--- config.mk ---
export PLATFORM = sky130hd
export DESIGN_NAME = two_button_debounce_autorepeat
export DESIGN_NICKNAME = d
export VERILOG_FILES = /design/src/tbda_pkg.sv /design/src/two_button_debounce_autorepeat.sv /design/src/tbda_regs.sv /design/src/tbda_core.sv /design/src/tbda_outreg.sv
export SDC_FILE = /design/constraint.sdc
export NUM_CORES = 1
export LEC_CHECK = 0
export BUFFER_PORTS_ARGS = -buffer_cell sky130_fd_sc_hd__buf_2
export CAP_MARGIN = 20
export CORE_AREA = 3 3 181 183
export DETAILED_ROUTE_END_ITERATION = 16
export DIE_AREA = 0 0 184 186
export PLACE_DENSITY = 0.55
export SLEW_MARGIN = 20
export SYNTH_ARGS = -nofsm -noshare
export SYNTH_HDL_FRONTEND = slang
export SYNTH_SLANG_ARGS = --single-unit
export TNS_END_PERCENT = 100
--- constraint.sdc ---
create_clock -name clk -period 7.3 [get_ports clk]
set_clock_uncertainty 0.05 [all_clocks]
set_input_delay 0.73 -clock clk [delete_from_list [all_inputs] [get_ports clk]]
set_output_delay 0.73 -clock clk [all_outputs]
set_load 0.02 [all_outputs]
--- src/tbda_pkg.sv ---
// ----------------------------------------------------------------------------
// Two-button debounce package
// Request and result types, configuration types, codes and reset values.
// ----------------------------------------------------------------------------
package tbda_pkg;

  localparam int CFG_WIDTH  = 24;
  localparam int DATA_WIDTH = 32;
  localparam int ADDR_WIDTH = 4;

  localparam logic [1:0] REG_DEBOUNCE_TICKS = 2'd0;
  localparam logic [1:0] REG_FIRST_DELAY    = 2'd1;
  localparam logic [1:0] REG_INTERVAL       = 2'd2;

  localparam logic [CFG_WIDTH-1:0] DEBOUNCE_TICKS_RESET = 24'd20000;
  localparam logic [CFG_WIDTH-1:0] FIRST_DELAY_RESET    = 24'd600000;
  localparam logic [CFG_WIDTH-1:0] INTERVAL_RESET       = 24'd300000;

  localparam logic [1:0] PH_WAIT        = 2'd0;
  localparam logic [1:0] PH_PRESS_DEB   = 2'd1;
  localparam logic [1:0] PH_PRESSED     = 2'd2;
  localparam logic [1:0] PH_RELEASE_DEB = 2'd3;

  localparam logic [1:0] EV_NONE     = 2'd0;
  localparam logic [1:0] EV_SEEN     = 2'd1;
  localparam logic [1:0] EV_STABLE   = 2'd2;
  localparam logic [1:0] EV_RELEASED = 2'd3;

  localparam logic [1:0] BTN_NONE  = 2'd0;
  localparam logic [1:0] BTN_LEFT  = 2'd1;
  localparam logic [1:0] BTN_RIGHT = 2'd2;

  localparam logic [7:0] PENDING_MAX = 8'd255;

  typedef struct packed {
    logic left_pressed;
    logic right_pressed;
    logic take_click;
    logic take_increment;
  } item_t;

  typedef struct packed {
    logic       click_out;
    logic       increment_out;
    logic [7:0] pending_count;
    logic [1:0] event_code;
    logic [1:0] event_button;
    logic [1:0] phase;
  } result_t;

  typedef struct packed {
    logic [CFG_WIDTH-1:0] debounce_ticks;
    logic [CFG_WIDTH-1:0] repeat_first_delay;
    logic [CFG_WIDTH-1:0] repeat_interval;
  } cfg_t;

  // Left has priority over right.
  function automatic logic [1:0] classify(input logic [1:0] bits);
    logic [1:0] btn;
    if (bits[0]) begin
      btn = BTN_LEFT;
    end else if (bits[1]) begin
      btn = BTN_RIGHT;
    end else begin
      btn = BTN_NONE;
    end
    return btn;
  endfunction

endpackage

--- src/two_button_debounce_autorepeat.sv ---
// ----------------------------------------------------------------------------
// Two-button debounce with auto-repeat
// Each request is one microsecond tick carrying two button samples and two
// consumer strobes; each request produces exactly one result.
// ----------------------------------------------------------------------------
// The state machine, timers and counters update in a single pass at the edge
// where a request is accepted, and the result is captured in the output
// register at that same edge, so it can be taken in the following cycle.
// A new request is accepted every cycle while the output register is empty
// or being drained, so the sustained rate is one request per cycle, limited
// only by the single result register when the consumer stalls. Timing
// registers are written through the APB port at byte addresses 0, 4 and 8
// and should be changed only while the block is idle.
module two_button_debounce_autorepeat #(
  parameter int TIMER_WIDTH = 24
) (
  input  logic                            clk,
  input  logic                            rst,
  input  logic                            in_valid,
  output logic                            in_stall,
  input  tbda_pkg::item_t                 in_item,
  output logic                            out_valid,
  input  logic                            out_stall,
  output tbda_pkg::result_t               out_item,
  input  logic                            psel,
  input  logic                            penable,
  input  logic                            pwrite,
  input  logic [tbda_pkg::ADDR_WIDTH-1:0] paddr,
  input  logic [tbda_pkg::DATA_WIDTH-1:0] pwdata,
  output logic [tbda_pkg::DATA_WIDTH-1:0] prdata,
  output logic                            pready
);

  tbda_pkg::cfg_t    cfg;
  tbda_pkg::result_t res;
  logic              step;
  logic              busy;

  assign in_stall = busy;
  assign step     = in_valid && !busy;

  tbda_regs u_regs (
    .clk     (clk),
    .rst     (rst),
    .psel    (psel),
    .penable (penable),
    .pwrite  (pwrite),
    .paddr   (paddr),
    .pwdata  (pwdata),
    .prdata  (prdata),
    .pready  (pready),
    .cfg     (cfg)
  );

  tbda_core #(
    .TIMER_WIDTH (TIMER_WIDTH)
  ) u_core (
    .clk  (clk),
    .rst  (rst),
    .step (step),
    .item (in_item),
    .cfg  (cfg),
    .res  (res)
  );

  tbda_outreg u_outreg (
    .clk       (clk),
    .rst       (rst),
    .load      (step),
    .res       (res),
    .busy      (busy),
    .out_valid (out_valid),
    .out_stall (out_stall),
    .out_item  (out_item)
  );

endmodule

--- src/tbda_regs.sv ---
// ----------------------------------------------------------------------------
// Two-button debounce configuration registers
// APB-style register file holding the debounce and auto-repeat timings.
// ----------------------------------------------------------------------------
module tbda_regs (
  input  logic                                clk,
  input  logic                                rst,
  input  logic                                psel,
  input  logic                                penable,
  input  logic                                pwrite,
  input  logic [tbda_pkg::ADDR_WIDTH-1:0]     paddr,
  input  logic [tbda_pkg::DATA_WIDTH-1:0]     pwdata,
  output logic [tbda_pkg::DATA_WIDTH-1:0]     prdata,
  output logic                                pready,
  output tbda_pkg::cfg_t                      cfg
);

  logic       wr_en;
  logic [1:0] reg_idx;

  assign pready  = 1'b1;
  assign reg_idx = paddr[3:2];
  assign wr_en   = psel && penable && pwrite;

  always_ff @(posedge clk) begin
    if (rst) begin
      cfg.debounce_ticks     <= tbda_pkg::DEBOUNCE_TICKS_RESET;
      cfg.repeat_first_delay <= tbda_pkg::FIRST_DELAY_RESET;
      cfg.repeat_interval    <= tbda_pkg::INTERVAL_RESET;
    end else if (wr_en) begin
      case (reg_idx)
        tbda_pkg::REG_DEBOUNCE_TICKS: begin
          cfg.debounce_ticks <= pwdata[tbda_pkg::CFG_WIDTH-1:0];
        end
        tbda_pkg::REG_FIRST_DELAY: begin
          cfg.repeat_first_delay <= pwdata[tbda_pkg::CFG_WIDTH-1:0];
        end
        tbda_pkg::REG_INTERVAL: begin
          cfg.repeat_interval <= pwdata[tbda_pkg::CFG_WIDTH-1:0];
        end
        default: begin
        end
      endcase
    end
  end

  always_comb begin
    case (reg_idx)
      tbda_pkg::REG_DEBOUNCE_TICKS: prdata = tbda_pkg::DATA_WIDTH'(cfg.debounce_ticks);
      tbda_pkg::REG_FIRST_DELAY:    prdata = tbda_pkg::DATA_WIDTH'(cfg.repeat_first_delay);
      tbda_pkg::REG_INTERVAL:       prdata = tbda_pkg::DATA_WIDTH'(cfg.repeat_interval);
      default:                      prdata = '0;
    endcase
  end

endmodule

--- src/tbda_core.sv ---
// ----------------------------------------------------------------------------
// Two-button debounce core
// Debounce state machine, auto-repeat timing and the consumer strobes.
// ----------------------------------------------------------------------------
module tbda_core #(
  parameter int TIMER_WIDTH = 24
) (
  input  logic              clk,
  input  logic              rst,
  input  logic              step,
  input  tbda_pkg::item_t   item,
  input  tbda_pkg::cfg_t    cfg,
  output tbda_pkg::result_t res
);

  logic [1:0]             phase;
  logic [1:0]             phase_next;
  logic [1:0]             active_button;
  logic [1:0]             active_button_next;
  logic                   repeat_armed;
  logic                   repeat_armed_next;
  logic                   has_repeated;
  logic                   has_repeated_next;
  logic [7:0]             pending;
  logic [7:0]             pending_next;
  logic                   click_flag;
  logic                   click_flag_next;
  logic [TIMER_WIDTH-1:0] timer;
  logic [TIMER_WIDTH-1:0] timer_next;
  logic [1:0]             prev_sample;
  logic [31:0]            time_now;
  logic [31:0]            time_now_next;
  logic [31:0]            deadline;
  logic [31:0]            deadline_next;

  logic [1:0]             now_bits;
  logic [1:0]             edges;
  logic [1:0]             cur;
  logic [1:0]             prev;
  logic [31:0]            ticks_ext;
  logic [TIMER_WIDTH-1:0] timer_load;
  logic                   timer_expire;
  logic [31:0]            until_deadline;
  logic                   add_inc;
  logic                   click_set;
  logic [7:0]             pending_sat;
  logic [1:0]             ev;
  logic [1:0]             ev_btn;

  assign now_bits       = {item.right_pressed, item.left_pressed};
  assign edges          = now_bits & ~prev_sample;
  assign cur            = tbda_pkg::classify(now_bits);
  assign prev           = tbda_pkg::classify(prev_sample);
  assign time_now_next  = time_now + 32'd1;
  assign ticks_ext      = 32'(cfg.debounce_ticks);
  assign timer_load     = (ticks_ext[TIMER_WIDTH-1:0] == '0) ? TIMER_WIDTH'(1)
                                                            : ticks_ext[TIMER_WIDTH-1:0];
  assign timer_expire   = (timer <= TIMER_WIDTH'(1));
  assign until_deadline = time_now_next - deadline;

  always_comb begin
    phase_next         = phase;
    active_button_next = active_button;
    repeat_armed_next  = repeat_armed;
    has_repeated_next  = has_repeated;
    timer_next         = timer;
    deadline_next      = deadline;
    add_inc            = 1'b0;
    click_set          = 1'b0;
    ev                 = tbda_pkg::EV_NONE;
    ev_btn             = tbda_pkg::BTN_NONE;

    if ((phase == tbda_pkg::PH_WAIT || phase == tbda_pkg::PH_PRESSED) && edges != 2'b00) begin
      active_button_next = edges[0] ? tbda_pkg::BTN_LEFT : tbda_pkg::BTN_RIGHT;
      phase_next         = tbda_pkg::PH_PRESS_DEB;
      timer_next         = timer_load;
      ev                 = tbda_pkg::EV_SEEN;
      ev_btn             = active_button_next;
    end else begin
      case (phase)
        tbda_pkg::PH_PRESS_DEB: begin
          if (timer_expire) begin
            timer_next = '0;
            if (prev == active_button && cur == active_button) begin
              phase_next = tbda_pkg::PH_PRESSED;
              ev         = tbda_pkg::EV_STABLE;
              ev_btn     = active_button;
              if (active_button == tbda_pkg::BTN_RIGHT) begin
                repeat_armed_next = 1'b1;
                has_repeated_next = 1'b0;
                deadline_next     = time_now_next + 32'(cfg.repeat_first_delay);
              end
            end else begin
              phase_next         = tbda_pkg::PH_WAIT;
              active_button_next = tbda_pkg::BTN_NONE;
            end
          end else begin
            timer_next = timer - TIMER_WIDTH'(1);
          end
        end
        tbda_pkg::PH_PRESSED: begin
          if (cur == tbda_pkg::BTN_NONE) begin
            phase_next = tbda_pkg::PH_RELEASE_DEB;
            timer_next = timer_load;
          end else if (repeat_armed && cur == tbda_pkg::BTN_RIGHT && !until_deadline[31]) begin
            add_inc           = 1'b1;
            has_repeated_next = 1'b1;
            deadline_next     = deadline + 32'(cfg.repeat_interval);
          end
        end
        tbda_pkg::PH_RELEASE_DEB: begin
          if (timer_expire) begin
            timer_next = '0;
            if (prev == tbda_pkg::BTN_NONE && cur == tbda_pkg::BTN_NONE) begin
              ev     = tbda_pkg::EV_RELEASED;
              ev_btn = active_button;
              if (active_button == tbda_pkg::BTN_LEFT) begin
                click_set = 1'b1;
              end else if (active_button == tbda_pkg::BTN_RIGHT && !has_repeated) begin
                add_inc = 1'b1;
              end
              active_button_next = tbda_pkg::BTN_NONE;
              repeat_armed_next  = 1'b0;
              has_repeated_next  = 1'b0;
              phase_next         = tbda_pkg::PH_WAIT;
            end else begin
              phase_next = tbda_pkg::PH_PRESSED;
            end
          end else begin
            timer_next = timer - TIMER_WIDTH'(1);
          end
        end
        default: begin
        end
      endcase
    end
  end

  always_comb begin
    pending_sat = (add_inc && pending != tbda_pkg::PENDING_MAX) ? pending + 8'd1 : pending;
    res = '0;
    click_flag_next = click_flag | click_set;
    if (item.take_click) begin
      res.click_out   = click_flag_next;
      click_flag_next = 1'b0;
    end
    pending_next = pending_sat;
    if (item.take_increment && pending_sat != 8'd0) begin
      pending_next      = pending_sat - 8'd1;
      res.increment_out = 1'b1;
    end
    res.pending_count = pending_next;
    res.event_code    = ev;
    res.event_button  = (ev == tbda_pkg::EV_NONE) ? tbda_pkg::BTN_NONE : ev_btn;
    res.phase         = phase_next;
  end

  always_ff @(posedge clk) begin
    if (rst) begin
      phase         <= tbda_pkg::PH_WAIT;
      active_button <= tbda_pkg::BTN_NONE;
      repeat_armed  <= 1'b0;
      has_repeated  <= 1'b0;
      pending       <= '0;
      click_flag    <= 1'b0;
      timer         <= '0;
      prev_sample   <= '0;
      time_now      <= '0;
      deadline      <= '0;
    end else if (step) begin
      phase         <= phase_next;
      active_button <= active_button_next;
      repeat_armed  <= repeat_armed_next;
      has_repeated  <= has_repeated_next;
      pending       <= pending_next;
      click_flag    <= click_flag_next;
      timer         <= timer_next;
      prev_sample   <= now_bits;
      time_now      <= time_now_next;
      deadline      <= deadline_next;
    end
  end

endmodule

--- src/tbda_outreg.sv ---
// ----------------------------------------------------------------------------
// Two-button debounce result register
// Holds one result until the consumer takes it and applies back-pressure.
// ----------------------------------------------------------------------------
module tbda_outreg (
  input  logic              clk,
  input  logic              rst,
  input  logic              load,
  input  tbda_pkg::result_t res,
  output logic              busy,
  output logic              out_valid,
  input  logic              out_stall,
  output tbda_pkg::result_t out_item
);

  assign busy = out_valid && out_stall;

  always_ff @(posedge clk) begin
    if (rst) begin
      out_valid <= 1'b0;
    end else if (load) begin
      out_valid <= 1'b1;
    end else if (!out_stall) begin
      out_valid <= 1'b0;
    end
  end

  always_ff @(posedge clk) begin
    if (load) begin
      out_item <= res;
    end
  end

endmodule

== Word-level counts from Yosys, hierarchy flattened ==
Cells that the tools add are included.

* Bits in registers: 194
* Latch bits: 0
* Memory bits (writable): 0
* Memory bits (read-only): 0
* Word-level logic and storage cells: 164
* Memories kept: 0

* $add $sub $neg: 7
* Multipliers: 0
* Div/mod/pow operators: 0
* Order comparisons: 1
* Equal/unequal tests: 23
* Shift operators: 0
* Muxes and demuxes: 71
* Bitwise operators: 4
* Reductions and logical operators: 38

{| class="wikitable"
|+ Operator list
! cell !! number
|-
| 32-bit 2-to-1 mux || 5
|-
| 24-bit 2-to-1 mux || 4
|-
| 24-bit one-hot mux with 3 select lines || 1
|-
| 32-bit by 24-bit adder with 32-bit output || 2
|-
| 32-bit one-hot mux with 2 select lines || 1
|-
| 2-bit 2-to-1 mux || 24
|-
| 24-bit one-hot mux with 2 select lines || 1
|-
| 32-bit by 1-bit adder with 32-bit output, second input constant || 1
|-
| 32-bit subtractor || 1
|-
| 1-bit 2-to-1 mux || 26
|-
| 24-bit by 1-bit less-or-equal comparator with 1-bit output, second input constant || 1
|-
| 24-bit zero test || 1
|-
| 24-bit by 1-bit subtractor with 24-bit output, second input constant || 1
|-
| 8-bit 2-to-1 mux || 2
|-
| 8-bit AND reduction || 2
|-
| 1-bit logical AND || 12
|-
| 2-bit by 1-bit != test with 1-bit output, second input constant || 6
|-
| 2-bit one-hot mux with 2 select lines || 3
|-
| 2-bit equality test, second input constant || 5
|-
| 2-bit zero test || 5
|-
| 10-bit AND reduction || 1
|-
| 3-bit by 1-bit != test with 1-bit output, second input constant || 3
|-
| 3-bit nonzero test || 3
|-
| 8-bit by 1-bit adder with 8-bit output, second input constant || 1
|-
| other kinds (21) || 32
|}

== Depth between registers and ports, before layout ==
Gate-level depths: netlist of the first run.

* Depth after elaboration: 14
* Gate-level depth with buffers: 25
* Gate-level depth less buffers: 24

== Cells and area by module ==
A second synthesis of the first run with hierarchy kept.

* Cell total of the unflattened synthesis: 1712
* Area, all modules: 13792.0 µm²

{| class="wikitable"
|+ By module, submodules not included
! module !! instances !! cells each !! area each (µm²) !! seq. area each (µm²)
|-
| tbda_core || 1 || 1319 || 9735.6 || 2102.0
|-
| tbda_regs || 1 || 372 || 3525.9 || 1441.4
|-
| tbda_outreg || 1 || 20 || 516.7 || 500.5
|-
| two_button_debounce_autorepeat || 1 || 1 || 13.8 || 0.0
|}

== Worst setup path after synthesis of the first run ==
Ideal clock, no wire load.

* Path type: reg2reg
* Start: reg u_core.time_now[0]
* End: reg u_core.pending[2]
* Library setup time: 0.070 ns
* Arrival time: 5.277 ns
* Required time: 7.180 ns
* Path slack: 1.902 ns
* Stages on the path, launching flop included: 23
* Buffers on the path: 0
* Clock period less this slack: 5.398 ns
* Path through: dfxtp_1 -> ha_1 -> and3_1 -> nand4_1 -> or4_1 -> or2_2 -> xnor2_1 -> ha_1 -> nand4_1 -> nor4_1 -> a21oi_1 -> o211ai_1 -> a31oi_1 -> mux2i_4 -> a21oi_1 -> xnor2_1 -> ha_1 -> nand2_1 -> mux2i_2 -> a41oi_2 -> xnor2_1 -> or3_1 -> a21oi_1

* Word-level cells in the longest chain between the ends: 13
* Elaborated cells on any way between the ends: 14
* Classes of those cells: 3 x add/sub; 6 x mux; 5 x reduce/logical

{| class="wikitable"
|+ RTL lines
! item !! line !! RTL
|-
| start: declaration || tbda_core.sv:31 || <nowiki>logic [31:0] time_now;</nowiki>
|-
| start signal: assignment || tbda_core.sv:179 || <nowiki>time_now <= time_now_next;</nowiki>
|-
| 32-bit by 1-bit adder with 32-bit output * || tbda_core.sv:54 || <nowiki>assign time_now_next = time_now + 32'd1;</nowiki>
|-
| net u_core.time_now_next[28] || tbda_core.sv:32 || <nowiki>logic [31:0] time_now_next;</nowiki>
|-
| 32-bit subtractor * || tbda_core.sv:59 || <nowiki>assign until_deadline = time_now_next - deadline;</nowiki>
|-
| 1-bit zero test * || tbda_core.sv:105 || <nowiki>end else if (repeat_armed && cur == tbda_pkg::BTN_RIGHT && !until_deadline[31]) begin</nowiki>
|-
| 1-bit logical AND * || tbda_core.sv:105 ||
|-
| 1-bit 2-to-1 mux * || tbda_core.sv:105 ||
|-
| 1-bit 2-to-1 mux * || tbda_core.sv:102 || <nowiki>if (cur == tbda_pkg::BTN_NONE) begin</nowiki>
|-
| 1-bit one-hot mux with 2 select lines * || tbda_core.sv:80 || <nowiki>case (phase)</nowiki>
|-
| 1-bit 2-to-1 mux * || tbda_core.sv:73 || <nowiki>if ((phase == tbda_pkg::PH_WAIT || phase == tbda_pkg::PH_PRESSED) && edges != 2'b00) begin</nowiki>
|-
| 1-bit logical AND * || tbda_core.sv:140 || <nowiki>pending_sat = (add_inc && pending != tbda_pkg::PENDING_MAX) ? pending + 8'd1 : pending;</nowiki>
|-
| 8-bit 2-to-1 mux * || tbda_core.sv:140 ||
|-
| parallel branches: the longest is 2 deep, another holds 8-bit by 1-bit subtractor with 8-bit output || - ||
|-
| 8-bit 2-to-1 mux * || tbda_core.sv:148 || <nowiki>if (item.take_increment && pending_sat != 8'd0) begin</nowiki>
|-
| end signal: assignment || tbda_core.sv:175 || <nowiki>pending <= pending_next;</nowiki>
|-
| end: declaration || tbda_core.sv:24 || <nowiki>logic [7:0] pending;</nowiki>
|}

Mark *: on every way through the listed nets, which the timed path passes.
A chain may end at the register's enable or synchronous reset.

== Final worst setup path of the first run ==
* Start: reg u_core.time_now[0]
* End: reg u_core.pending[0]

The elaborated chain is that of the path after synthesis.

==> flow_summary.toml, run 1 <==
[clock_network]
path_clk_slew_ns = 0.08
cts_root_buf = "clkbuf_16"
post_cts_buffers = 0
clock_path_buffers = 2
htreeDepth = 4
numCtsBuffers = 17
clk_latency_ns = 0.46
clock_sinks = 194
ctsResizeCount = 0
cts_hold_buffers = 0
cts_tree = "built"

[logic_synthesis]
synth_area_leaders = "dfxtp_1 27%, ha_1 8.6%, nand2_1 8.4%"
syn-cell-area_um2 = 13100
ys_seq_area_share_pct = 30.8
synth_edf_count = 16
synthDistinctLibCells = 78
syn_area_per_cell_um2 = 7.67
ys_warn_count = 0
synth_top_area_share_pct = 27.2
yosysTopAreaCell = "dfxtp_1"
netlist_instances = 1711
ys_dominant_reg_cell = "dfxtp_1"
ys_ff_latch = 194
ys_async_sr_fraction_pct = 0

[routing]
top_layer = "met4"
wl_met1_mm = 18.2
firstDrtPassIters = 5
antenna_left = 0
num_vias = 12100
dr.first_iter.drc_count = 808
wl_per_cell_um = 17.6
met2WireLength_mm = 17.6
route.met3.wl_mm = 1.30
drc = 0
wirelength_mm = 38.0
viasPerCell = 5.62

[pwr]
powerDensity_nw_per_um2 = 169
p_seq_share_pct = 46.6
swShare_pct = 31.0
clockPowerShare_pct = 39.0
peakVddDrop_mv = 0.171
pwr-share-comb_pct = 14.4
p_leak_nw = 5.76
power.net_switching_uw = 751
p_int_mw = 1.68

[worst_setup_path]
reg2reg_from = "u_core.time_now[0]"
r2r_cells = 22
reg2reg_to = "u_core.pending[0]"
crit_type = "reg -> reg"
worstPathRequired_ns = 7.61
arrival_ns = 6.78
start_kind = "register"
cp-end-kind = "register"
critPathMaxFanout = 8
r2r_setup_slack_ns = 0.83

[run_status]
run_status = "finished clean"

[placement]
gp_congestion = 0.884
dp_hpwl_mm = 27.1
portBuffers = 78
placed_area_um2 = 13800

[cells_and_area]
nFillCells = 3216
num_antenna_cells = 0
seq_area_um2 = 4040
syn2layout_area_growth_pct = 9.40
fin_nets = 1876
design_area_um2 = 14400
multi_input_area_um2 = 8490
drive_gt1_share_pct = 9.14

[die]
start_util_pct = 41.8
pin_count = 98
core-area_um2 = 31400
die-area_um2 = 34200
die_h_um = 186
die_x_um = 184
rows = 65

[timing]
setup_violations = 0
layout_min_cycle_time_ns = 6.47
rsz0062_at_grt = "false"
fin_crit_sh_pct = 88.6
relSlewSlack_pct = 26.3
fin_tns_setup_ns = 0
hold_viol = 0
slew_violations = 0
max_freq_ghz = 0.155
worst_pin_slew_ns = 1.11

[job]
maxCapViolCount = 0

[global_route]
first_global_vias = 11597
antenna_found_initial = 0
grt_max_degree = 92
grt_pass1_wl_mm = 61.6
grtUsageTotal_pct = 22.5
overflow = 0

[min_path]
hold_path_class = "in -> reg"
hold_path_end = "u_core.click_flag"
hold_depth = 2
hp-start = "in_item[1]"
[per-layer routing]
layer	GRT usage [%]	vias to the layer above
li1	-	6078
met5	0	-
met3	3.65	39
met2	37.4	199
met4	6.44	0
met1	30.2	5784
[power by group through the flow]
stage,Sequential [mW],Clock (mW),Combinational (mW)
2_1_floorplan,1.15,0,0.245
5_1_grt,1.14,1.01,0.390
3_3_place_gp,1.16,0,0.346
6_report,1.13,0.946,0.350
3_5_place_dp,1.16,0,0.347
4_1_cts,1.13,0.971,0.349
[logic make-up (layout without fill, tap and decap cells)]
| logic type | Yosys count | count (layout) | synth area share [%] |
|---|---|---|---|
| compound gates | 451 | 451 | 21.5 |
| xor+xnor | 116 | 116 | 7.86 |
| fa+ha+maj | 92 | 92 | 8.89 |
| buf+inv | 157 | 189 | 4.82 |
| flops | 194 | 194 | 30.8 |
| mux | 37 | 37 | 2.96 |
| other cells | 2 | 9 | 0.0572 |
| simple gates | 662 | 662 | 23.1 |
[cell usage in the layout (no fill, tap or decap), drive strengths merged, types with 18 or more instances in the layout]
cell    count
nand2     295
dfxtp     178
a21oi     168
nor2      137
o21ai     109
buf        93
ha         90
inv        71
xnor2      70
nand3      55
xor2       46
mux2i      36
a21o       33
a211oi     31
nor3       28
nor4       23
nand4      22
or3        20
clkbuf     18
[cells in the mapped netlist (14+ instances only)]
master / instances
a211oi_1: 31
a21o_1: 33
a21oi_1: 168
a22oi_1: 14
and2_1: 15
clkbuf_1: 77
dfxtp_1: 178
edfxtp_1: 16
ha_1: 90
inv_1: 63
mux2i_1: 34
nand2_1: 295
nand2b_1: 17
nand3_1: 52
nand4_1: 22
nor2_1: 136
nor2b_1: 15
nor3_1: 27
nor4_1: 22
o21ai_0: 103
or3_1: 20
xnor2_1: 68
xor2_1: 46
[cell type report]
class	instances	share of cell area (%)
well taps	402	3.50
flip-flops and latches	194	28.2
multi-input cells	1367	59.2
clock inverters	14	0.976
inverters	64	1.67
repair buffers	93	3.52
clock buffers	18	2.99
[stage by stage]
stage / setup WS (ns) / hold slack, ns / utilization (%) / cells / total power, mW
after detailed placement: 0.944 / 0.422 / 43.9 / 2120 / 1.50
after global placement: 0.988 / 0.415 / 43.9 / 2120 / 1.50
final: 0.833 / 0.428 / 45.7 / 2152 / 2.43
after CTS: 0.872 / 0.404 / 45.7 / 2152 / 2.45
after floorplan: 1.90 / 0.397 / - / 1718 / 1.40
after global routing: 0.343 / 0.409 / 45.7 / 2152 / 2.53
[flip-flops by register name, indices dropped and copies added, names as in the netlist]
name	count
u_outreg.out_item	16
u_core.active_button	2
u_outreg.out_valid	1
u_core.pending	8
u_core.click_flag	1
u_core.timer	24
u_regs.cfg	72
u_core.has_repeated	1
u_core.repeat_armed	1
u_core.deadline	32
u_core.prev_sample	2
u_core.phase	2
u_core.time_now	32
[worst max-delay path by stage]
stage                        start           endpoint  depth (start not counted)
4_1_cts         u_core.time_now[0]  u_core.pending[0]                         22
6_report        u_core.time_now[0]  u_core.pending[0]                         22
5_1_grt        u_core.time_now[11]  u_core.pending[2]                         23
2_1_floorplan   u_core.time_now[0]  u_core.pending[2]                         22
3_5_place_dp    u_core.time_now[0]  u_core.pending[2]                         22
3_3_place_gp    u_core.time_now[0]  u_core.pending[2]                         22
[critical path: stages (launching register included)]
cell and delay (ns):
dfxtp_1 0.43, ha_1 0.24, and3_1 0.27, nand4_1 0.20
or4_1 0.67, or2_2 0.33, xnor2_1 0.26, ha_1 0.31
nand4_1 0.12, nor4_1 0.09, a21oi_1 0.14, o211ai_1 0.10
a31oi_1 0.62, mux2i_4 0.48, a21oi_1 0.20, xnor2_1 0.34
ha_1 0.22, nand2_1 0.07, mux2i_2 0.37, a41oi_4 0.21
xnor2_1 0.19, or3_1 0.31, a21oi_1 0.16
(Power assumes the default switching activity.)
==> run 2, diff against run 1 <==
--- a/config.mk
+++ b/config.mk
@@ -7,9 +7,9 @@
 export LEC_CHECK = 0
 export BUFFER_PORTS_ARGS = -buffer_cell sky130_fd_sc_hd__buf_2
 export CAP_MARGIN = 20
-export CORE_AREA = 3 3 181 183
+export CORE_AREA = 2 2 180 182
 export DETAILED_ROUTE_END_ITERATION = 16
-export DIE_AREA = 0 0 184 186
+export DIE_AREA = 0 0 182 184
 export PLACE_DENSITY = 0.55
 export SLEW_MARGIN = 20
 export SYNTH_ARGS = -nofsm -noshare
==> constraint.sdc (replaced) <==
create_clock -name clk -period 7.3 [get_ports clk]
set_clock_uncertainty 0.05 [all_clocks]
set_input_delay 1.095 -clock clk [delete_from_list [all_inputs] [get_ports clk]]
set_output_delay 1.095 -clock clk [all_outputs]
set_load 0.02 [all_outputs]
==> run 2 against run 1 <==
  * Clock power barely moved
  * Sequential power barely moved
  * Die area shrank 2.2%
  * Via count fell by 0.50%
  * Fmax fell by 1.2%
  * Register-to-register slack got worse by 0.08 ns
  * Sequential share of layout area hardly changed
  * Cell count down 0.14%
  * Worst hold slack better by 0.0036 ns
  * Critical path type unchanged
  * Total power hardly changed
  * Worst setup slack worse by 0.077 ns
==> flow_summary.toml, run 2 (same netlist as run 1, synthesis figures left out) <==
[worst_setup_path]
path_cells = "ha_1 -> and3_1 -> nand4_1 -> or4_1 -> or2_2 -> xnor2_1 -> ha_1 -> nand4_1 -> nor4_1 -> a21oi_1 -> o211ai_1 -> a31oi_1 -> mux2i_4 -> a21oi_1 -> xnor2_1 -> ha_1 -> nand2_1 -> mux2i_2 -> a41oi_2 -> xnor2_1 -> or3_1 -> a21oi_1"
critPathMaxFanout = 8
crit_path_max_incr_delay_ns = 0.66
crit_type = "reg -> reg"
worstPathRequired_ns = 7.62
cp_slowest_cell = "or4_1"
arrival_ns = 6.87
start_kind = "register"
cp-end-kind = "register"

[timing]
relSlewSlack_pct = 24.7
whs_ns = 0.432
layout_setup_ws_ns = 0.756
setup_violations = 0
max_freq_ghz = 0.153
layout_min_cycle_time_ns = 6.54
hold_viol = 0
fin_tns_setup_ns = 0
slew_violations = 0
worst_pin_slew_ns = 1.13
fin_crit_sh_pct = 89.6
rsz0062_at_grt = "false"

[clock_network]
cts_root_buf = "clkbuf_16"
clock_path_buffers = 2
numCtsBuffers = 17
clock_sinks = 194
htreeDepth = 4
cts_hold_buffers = 0
path_clk_slew_ns = 0.08
post_cts_buffers = 0
cts_tree = "built"
ctsResizeCount = 0
clk_latency_ns = 0.47

[global_route]
overflow = 0
grtUsageTotal_pct = 23.2
grt_pass1_wl_mm = 61.7
antenna_found_initial = 0
first_global_vias = 11606
grt_max_degree = 82

[routing]
firstDrtPassIters = 5
wl_per_cell_um = 17.7
viasPerCell = 5.60
wirelength_mm = 38.0
num_vias = 12039
drc = 0
dr.first_iter.drc_count = 690
antenna_left = 0

[placement]
gp_congestion = 0.861
placed_area_um2 = 13800
portBuffers = 78
pre_cts_ws_ns = 0.853
place_inst = 2118
dp_hpwl_mm = 27.0

[pwr]
powerDensity_nw_per_um2 = 169
peakVddDrop_mv = 0.161
p_leak_nw = 5.75
totalPowerFinal_mw = 2.43

[cells_and_area]
nFillCells = 3220
most-common-layout-cells = "295 x nand2_1, 178 x dfxtp_1, 166 x a21oi_1, 136 x nor2_1, 103 x o21ai_0"
seq_area_um2 = 4040
fin_util_pct = 45.7
top_regs = "u_regs.cfg: 72 flops, u_core.deadline: 32 flops, u_core.time_now: 32 flops"
syn2layout_area_growth_pct = 9.33
design_area_um2 = 14300
fin_nets = 1874
final_common_cell = "nand2_1"
largest_reg_flops = 72
multi_input_area_um2 = 8490
drive_gt1_share_pct = 9.04
final_cell_count_no_fill = 2149
num_antenna_cells = 0
regMostFlops = "u_regs.cfg"

[die]
die-area_um2 = 33500
pin_count = 98
die_h_um = 184
die_x_um = 182
rows = 65
start_util_pct = 41.8
core-area_um2 = 31400

[job]
maxCapViolCount = 0

[run_status]
run_status = "finished clean"

[min_path]
hold_path_class = "reg -> reg"
## run 2: cell count changes in the layout (fill, tap and decap cells not counted)
cell	change
inv_8	-3
buf_4	-2
clkinv_8	+2
clkbuf_1	-1
clkinv_1	+1
clkinv_4	+1
clkinvlp_4	-1
inv_1	-1
inv_6	+1
## run 2: final cells by class
cell class | instances | area share, %
well taps | 402 | 3.51
clock buffers | 17 | 2.97
multi-input cells | 1367 | 59.2
flip-flops and latches | 194 | 28.2
clock inverters | 14 | 1.04
repair buffers | 91 | 3.42
inverters | 64 | 1.67
## run 2: report_power, final
group / internal [mW] / leakage [nW] / total, mW / switching, mW
combinational: 0.118 / 3.87 / 0.349 / 0.231
sequential: 1.10 / 1.60 / 1.13 / 0.0305
clock: 0.454 / 0.277 / 0.944 / 0.490
## run 2: critical path: cells and delay by family, from the launching register on
kind,cells,cell delay (ns)
muxes,2,0.84
AOI/OAI and AO/OA,6,1.40
adders and majority gates,3,0.79
DFF,1,0.44
xor gates and xnor gates,3,0.87
and+or+nand+nor,8,2.07
## run 2: final timing paths
kind	startpoint	to	slack (ns)	cells past startpoint
max reg2reg	u_core.time_now[0]	u_core.pending[2]	0.76	22
min	u_regs.cfg[19]	u_regs.cfg[19]	0.43	2
max	u_core.time_now[0]	u_core.pending[2]	0.76	22
min reg2reg	u_regs.cfg[19]	u_regs.cfg[19]	0.43	2
## run 2: per-layer routing
layer	share of wire, %	routed length, um	global-route usage (%)
met5	0	0	0
met4	1.5	575	6.16
met3	4.2	1600	4.56
met2	47	17900	39.3
met1	47	18000	30.1
